$ cat src/rtl/sitc_pkg.sv
// Shared constants, codes and types for the staggered isometric tile converter.
// Used by sitc_div and staggered_iso_tile_convert_top; depends on nothing.
package sitc_pkg;

  // Field and register widths
  localparam int COORD_BITS   = 17;
  localparam int TILE_BITS    = 11;
  localparam int MAP_BITS     = 16;
  localparam int OUT_BITS     = 18;
  localparam int CFG_BITS     = 16;
  localparam int CFG_IDX_BITS = 2;

  // Dividend magnitude width: a coordinate or the map height plus half a tile
  localparam int DIV_BITS = ((COORD_BITS - 1 > MAP_BITS) ? COORD_BITS - 1 : MAP_BITS) + 1;

  // Divider lanes: two share the tile width, two share the tile height
  localparam int LANES   = 4;
  localparam int LANE_PX = 0;
  localparam int LANE_X  = 1;
  localparam int LANE_PY = 2;
  localparam int LANE_MY = 3;

  // Pipeline: input, magnitude, divider stages, then four stages of post math
  localparam int NUM_STAGES = DIV_BITS + 6;

  localparam logic [TILE_BITS-1:0] TILE_W_RESET = TILE_BITS'(64);
  localparam logic [TILE_BITS-1:0] TILE_H_RESET = TILE_BITS'(32);
  localparam logic [MAP_BITS-1:0]  MAP_H_RESET  = '0;

  typedef enum logic [CFG_IDX_BITS-1:0] {
    REG_TILE_WIDTH  = 2'd0,
    REG_TILE_HEIGHT = 2'd1,
    REG_MAP_HEIGHT  = 2'd2
  } cfg_reg_t;

  typedef logic [LANES-1:0][DIV_BITS-1:0]  dvd_vec_t;
  typedef logic [LANES-1:0][TILE_BITS-1:0] rem_vec_t;

  // Per-item control and payload that rides beside the divider
  typedef struct packed {
    logic                kind;
    logic                bad;
    logic [DIV_BITS-1:0] x;
    logic [DIV_BITS-1:0] y;
    logic                neg_py;
    logic                neg_my;
  } side_t;

endpackage

$ cat src/rtl/sitc_div.sv
// Pipelined restoring divider, one quotient bit per stage, four lanes.
// Depends on sitc_pkg; stage enables come from the top level's valid chain.
module sitc_div (
  input  logic                               clk,
  input  logic [sitc_pkg::DIV_BITS-1:0]      en,
  input  logic [sitc_pkg::TILE_BITS-1:0]     div_w,
  input  logic [sitc_pkg::TILE_BITS-1:0]     div_h,
  input  sitc_pkg::dvd_vec_t                 dvd_in,
  input  sitc_pkg::side_t                    side_in,
  output sitc_pkg::dvd_vec_t                 quo,
  output sitc_pkg::rem_vec_t                 rem,
  output sitc_pkg::side_t                    side_out
);
  import sitc_pkg::*;

  logic [DIV_BITS-1:0]  aq [DIV_BITS][LANES];
  logic [TILE_BITS-1:0] rm [DIV_BITS][LANES];
  side_t                sd [DIV_BITS];

  for (genvar k = 0; k < DIV_BITS; k++) begin : g_stg
    for (genvar l = 0; l < LANES; l++) begin : g_lane
      logic [DIV_BITS-1:0]  aq_prev;
      logic [TILE_BITS-1:0] rm_prev;
      logic [TILE_BITS-1:0] d;
      logic [TILE_BITS:0]   t;
      logic [TILE_BITS:0]   diff;
      logic                 ge;

      if (k == 0) begin : g_first
        assign aq_prev = dvd_in[l];
        assign rm_prev = '0;
      end else begin : g_rest
        assign aq_prev = aq[k-1][l];
        assign rm_prev = rm[k-1][l];
      end

      // Shift in the next dividend bit, subtract the divisor when it fits
      assign d    = (l < LANE_PY) ? div_w : div_h;
      assign t    = {rm_prev, aq_prev[DIV_BITS-1]};
      assign ge   = (t >= {1'b0, d});
      assign diff = t - {1'b0, d};

      always_ff @(posedge clk) begin
        if (en[k]) begin
          aq[k][l] <= {aq_prev[DIV_BITS-2:0], ge};
          rm[k][l] <= ge ? diff[TILE_BITS-1:0] : t[TILE_BITS-1:0];
        end
      end
    end

    // Advance the side data with the stage
    if (k == 0) begin : g_sd_first
      always_ff @(posedge clk) begin
        if (en[k]) begin
          sd[k] <= side_in;
        end
      end
    end else begin : g_sd_rest
      always_ff @(posedge clk) begin
        if (en[k]) begin
          sd[k] <= sd[k-1];
        end
      end
    end
  end

  // Present the last stage
  always_comb begin
    for (int l = 0; l < LANES; l++) begin
      quo[l] = aq[DIV_BITS-1][l];
      rem[l] = rm[DIV_BITS-1][l];
    end
  end

  assign side_out = sd[DIV_BITS-1];

endmodule

$ cat config.mk
export PLATFORM = sky130hd
export DESIGN_NAME = sitc_div
export DESIGN_NICKNAME = d
export VERILOG_FILES = /design/src/rtl/sitc_pkg.sv /design/src/rtl/sitc_div.sv
export SDC_FILE = /design/constraint.sdc
export NUM_CORES = 2
export LEC_CHECK = 0
export BUFFER_PORTS_ARGS = -buffer_cell sky130_fd_sc_hd__buf_2
export CORE_ASPECT_RATIO = 1.4
export CORE_MARGIN = 2
export CORE_UTILIZATION = 30
export CTS_BUF_LIST = sky130_fd_sc_hd__clkbuf_4 sky130_fd_sc_hd__clkbuf_8 sky130_fd_sc_hd__clkbuf_16
export CTS_CLUSTER_SIZE = 28
export DETAILED_ROUTE_END_ITERATION = 16
export PLACE_DENSITY = 0.44
export SKIP_LAST_GASP = 1
export SLEW_MARGIN = 10
export SYNTH_ARGS = -nofsm -noshare
export SYNTH_HDL_FRONTEND = slang
export SYNTH_SLANG_ARGS = --single-unit
$ cat constraint.sdc
create_clock -name clk -period 7.35 [get_ports clk]
set_input_delay 1.47 -clock clk [delete_from_list [all_inputs] [get_ports clk]]
set_output_delay 1.47 -clock clk [all_outputs]
set_load 0.02 [all_outputs]
# --- Word-level counts from Yosys, hierarchy flattened ---
# Memory sizes are Yosys's and may differ from the RTL's.
# Cells that the tools add are included.
word_totals:
  register_bits: 0
  ramBits: 2550
  input_bits: 146
  mem_count: 3
classes:
  add_sub_neg: 68
  n_lt_le_gt_ge: 68
  muxes: 102
mem_list:
  columns: ["memory", "words", "word_bits", "read_ports", "rd_clocked_by_memory_dff", "wr", "line", "text"]
  rows:
  - ["aq", 17, 68, 17, 0, 17, "sitc_div.sv:16", "logic [DIV_BITS-1:0] aq [DIV_BITS][LANES];"]
  - ["rm", 17, 44, 17, 0, 17, "sitc_div.sv:17", "logic [TILE_BITS-1:0] rm [DIV_BITS][LANES];"]
  - ["sd", 17, 38, 17, 0, 17, "sitc_div.sv:18", "side_t sd [DIV_BITS];"]
op_table:
  columns: ["op", "n"]
  rows:
  - [">= comparator 12 x 11 -> 1 bit", 64]
  - ["2-to-1 mux 11 bit", 68]
  - ["subtractor 11 bit", 64]
  - [">= comparator 1 x 11 -> 1 bit", 4]
  - ["subtractor 1 x 11 -> 11 bit", 4]
  - ["2-to-1 mux 1 bit", 34]

# --- Logic depth before layout (Yosys ltp) ---
# An unclocked memory read counts as a cell.
logic_depth:
  word_depth: 3
  ltp_mapped: 11
  depth_no_buf: 11

# --- Worst setup path after synthesis ---
# OpenSTA, ideal clock, no wires.
synth_path:
  path_kind: "input port to flip-flop"
  startpoint: "input div_h[2] (netlist bit)"
  endpoint: "memory rm[15][14] (netlist bit) (data pin)"
  setup_ns: 0.260
  arrival_time_ns: 3.790
  required_time_ns: 7.090
  slack_ns: 3.300
  path_stages: 10
  path_buffers: 1
  cell_sequence: "inv_1 > ha_1 > and2b_1 > o21ai_2 > nand2_2 > a41oi_1 > o21bai_1 > a41o_1 > buf_6 > mux2_4"
synth_rtl:
  columns: ["element", "line", "text"]
  rows:
  - ["from (decl)", "sitc_div.sv:7", "input logic [sitc_pkg::TILE_BITS-1:0] div_h,"]
  - ["to (decl)", "sitc_div.sv:17", null]

==> impl_metrics.yaml <==
status:
  status: "complete, but fails checks"
  violations: "antenna violations"
cts:
  clkSinkCount: 2550
  cts_setup_buffers: 0
  cts_resized: 0
  hold_buffers: 0
  cts-buffers-inserted: 284
  clock_latency_ns: 0.93
  clk_pin_slew_ns: 0.06
  h-tree-depth: 5
  clockBufferDepth: 4
  clock-root-buffer: "clkbuf_16"
  cts_tree: "built"
worst_setup_path:
  worstReg2RegEnd: "rm[5][13]$_DFFE_PP_"
  timing.rr.start: "aq[4][33]$_DFFE_PP_"
  arrival_ns: 4.90
  critPathMaxFanout: 19
  r2r_setup_slack_ns: 3.98
  cp-end-kind: "flop"
  worstPathRequired_ns: 7.97
  startpoint_type: "primary input"
  r2r_cells: 10
  path_class: "primary input to flop"
sta:
  fin_crit_sh: 0.582
  slew_viol_final: 0
  fin_skew_ns: 0.0596
  worstMarginPinSlew_ns: 1.22
  rsz0062_at_grt: "false"
  finalHoldViolations: 0
  finalSetupTns_ns: 0
  max_freq_mhz: 234
  period_minus_slack_ns: 4.28
  setup_violations: 0
  relSlewSlack: 0.185
  fin_hold_ws_ns: 0.386
synth:
  synthDistinctLibCells: 71
  ys_seq_area_frac: 0.653
  syn_area_sq_mm: 0.117
  mappedNetlistNets: 8783
  ys_warn_count: 0
  syn_inst: 7861
  synthArstFlopShare: 0
  synth-seq-cells: 2550
  synth_edf_count: 2550
  avgSynthCellArea_sq_um: 14.9
  synthFlopType: "edfxtp_1"
grt:
  antenna_found_initial: 12
  overflow: 0
  grt_pass1_vias: 69200
  grtUsageTotal: 0.127
  grt_pass1_wl_um: 394000
  grt_max_degree: 103
detailed_routing:
  vias: 64900
  viasPerCell: 4.70
  drc: 0
  drtIter0Drc: 3528
  drt-total-wl_um: 257000
  wl_per_cell_um: 18.6
  dr.pass1.iters: 7
  ant_nets: 1
min_path:
  min_to: "sd[0][304]$_DFFE_PP_"
  min_path_type: "flop to flop"
  hold_depth: 0
  worstHoldStart: "sd[0][266]$_DFFE_PP_"
die:
  fp.dieW_um: 532
  die_area_sq_mm: 0.396
  initial_core_util: 0.301
  die_height_um: 744
  io_pins: 296
  fp-row-count: 271
  core-area_sq_mm: 0.389
cells_and_area:
  fin_nets: 9311
  syn_to_final_growth_pct: 14.8
  drive_above_1_share: 0.139
power_and_ir_drop:
  swShare: 0.313
  powerDensity_mw_per_mm2: 395
  clockPowerShare: 0.270
  power.switching_mw: 16.7
  p_comb_frac: 0.332
  seqPwrFrac: 0.398
  p_total_mw: 53.2
  irDropWorstVdd_uv: 165
  leakage_nw: 49.8
  p_int_mw: 36.5
placed_design:
  place.gp.congestion: 0.860
  place_hpwl_um: 173000
  io_buffer_count: 295
job:
  maxCapViolations: 0
-- power by group through the flow --
stage	logic, mW	clock network [mW]	registers (mW)
after detailed placement	17.6	0	21.5
final	17.7	14.4	21.2
after global routing	19.8	15.5	21.4
after global placement	17.1	0	21.5
after floorplan	14.1	0	21.1
after CTS	17.8	15.0	21.2
-- worst max path at each step --
stage                                      end  cells after the start  startpoint  slack, ns
after floorplan           rm[15][14]$_DFFE_PP_                     10    div_h[2]       3.30
after global placement     rm[1][43]$_DFFE_PP_                      9    div_w[5]       1.78
after detailed placement   rm[3][43]$_DFFE_PP_                      9    div_w[5]       1.60
after CTS                  rm[3][43]$_DFFE_PP_                      9    div_w[5]       2.63
after global routing       rm[13][9]$_DFFE_PP_                     11    div_h[0]       2.88
final                      rm[13][9]$_DFFE_PP_                     11    div_h[0]       3.07
-- kinds of logic after synthesis --
| kind of cell | Yosys count | share of synthesized area |
|---|---|---|
| muxes | 619 | 0.0622 |
| and+or+nand+nor | 1411 | 0.0582 |
| AOI/OAI and AO/OA | 1656 | 0.0900 |
| xor gates and xnor gates | 431 | 0.0322 |
| DFF | 2550 | 0.653 |
| adders and majority gates | 776 | 0.0869 |
| buffers and inverters | 418 | 0.0172 |
-- synthesized netlist by cell type (all sizes together), types with 102 or more instances --
library cell	number	area, sq um
buf	102	826
o21ai	471	2510
a21oi	557	2790
nand2	495	1860
xnor2	319	2790
nor2	350	1320
ha	712	8910
nor2b	125	805
a21o	112	841
edfxtp	2550	76600
mux2	496	6060
mux2i	123	1230
xor2	112	981
inv	299	1120
-- metal layers --
metal / GRT usage / vias to the layer above / share of wire
li1: - / 31400 / -
met1: 0.155 / 31900 / 0.43
met2: 0.228 / 1133 / 0.50
met3: 0.0191 / 440 / 0.035
met4: 0.0414 / 6 / 0.030
met5: 0 / - / 0.00012
-- area by class of cell --
type | instances | area (sq um)
fill | 37000 | 254000
sequential | 2550 | 76600
multi-input combinational | 4893 | 38600
clock buffer | 334 | 7520
tap | 5187 | 6490
timing repair buffer | 361 | 2320
clock inverter | 180 | 1930
inverter | 299 | 1120
antenna | 7 | 17.5
-- placed cells by master (no fill, tap or decap), types with 53 or more instances in the layout --
cell type / Yosys / layout
mux2_2: 130 / 130
buf_2: 9 / 276
nor2b_1: 122 / 122
mux2_4: 126 / 126
xnor2_1: 319 / 319
buf_4: 71 / 53
edfxtp_1: 2550 / 2550
fa_1: 64 / 64
a21oi_1: 557 / 557
nand3b_1: 59 / 59
a21o_1: 112 / 112
xor2_1: 112 / 112
nand3_1: 62 / 62
clkbuf_16: 0 / 286
nand2_1: 493 / 493
and3_1: 53 / 53
nor2_1: 349 / 349
a41o_1: 55 / 55
mux2i_1: 123 / 123
o211ai_1: 89 / 89
ha_1: 712 / 712
clkinv_1: 0 / 63
inv_1: 295 / 277
o21ai_0: 390 / 390
nand4_1: 53 / 53
mux2_1: 240 / 240
-- stage by stage --
step,util,setup slack [ns],instances,cell area [sq um]
2_1_floorplan,-,3.30,7861,117000
3_3_place_gp,0.322,1.78,13300,125000
3_5_place_dp,0.322,1.60,13300,125000
4_1_cts,0.346,2.63,13800,135000
5_1_grt,0.346,2.88,13800,135000
6_report,0.346,3.07,13800,135000
-- critical path, cell delays in order --
cell and delay [ns]:
buf_2 0.29, buf_4 0.34, ha_1 0.32, fa_1 0.41
nor2b_1 0.14, o21ai_1 0.08, nand2b_1 0.16, a41o_1 0.15
a21oi_1 0.08, o21bai_1 0.96, mux2_2 0.43
-- registers in the layout, indices dropped and copies added (netlist names) --
name,cells
aq,1156
rm,748
sd,646
No activity file was read; power rests on OpenSTA's default activity.
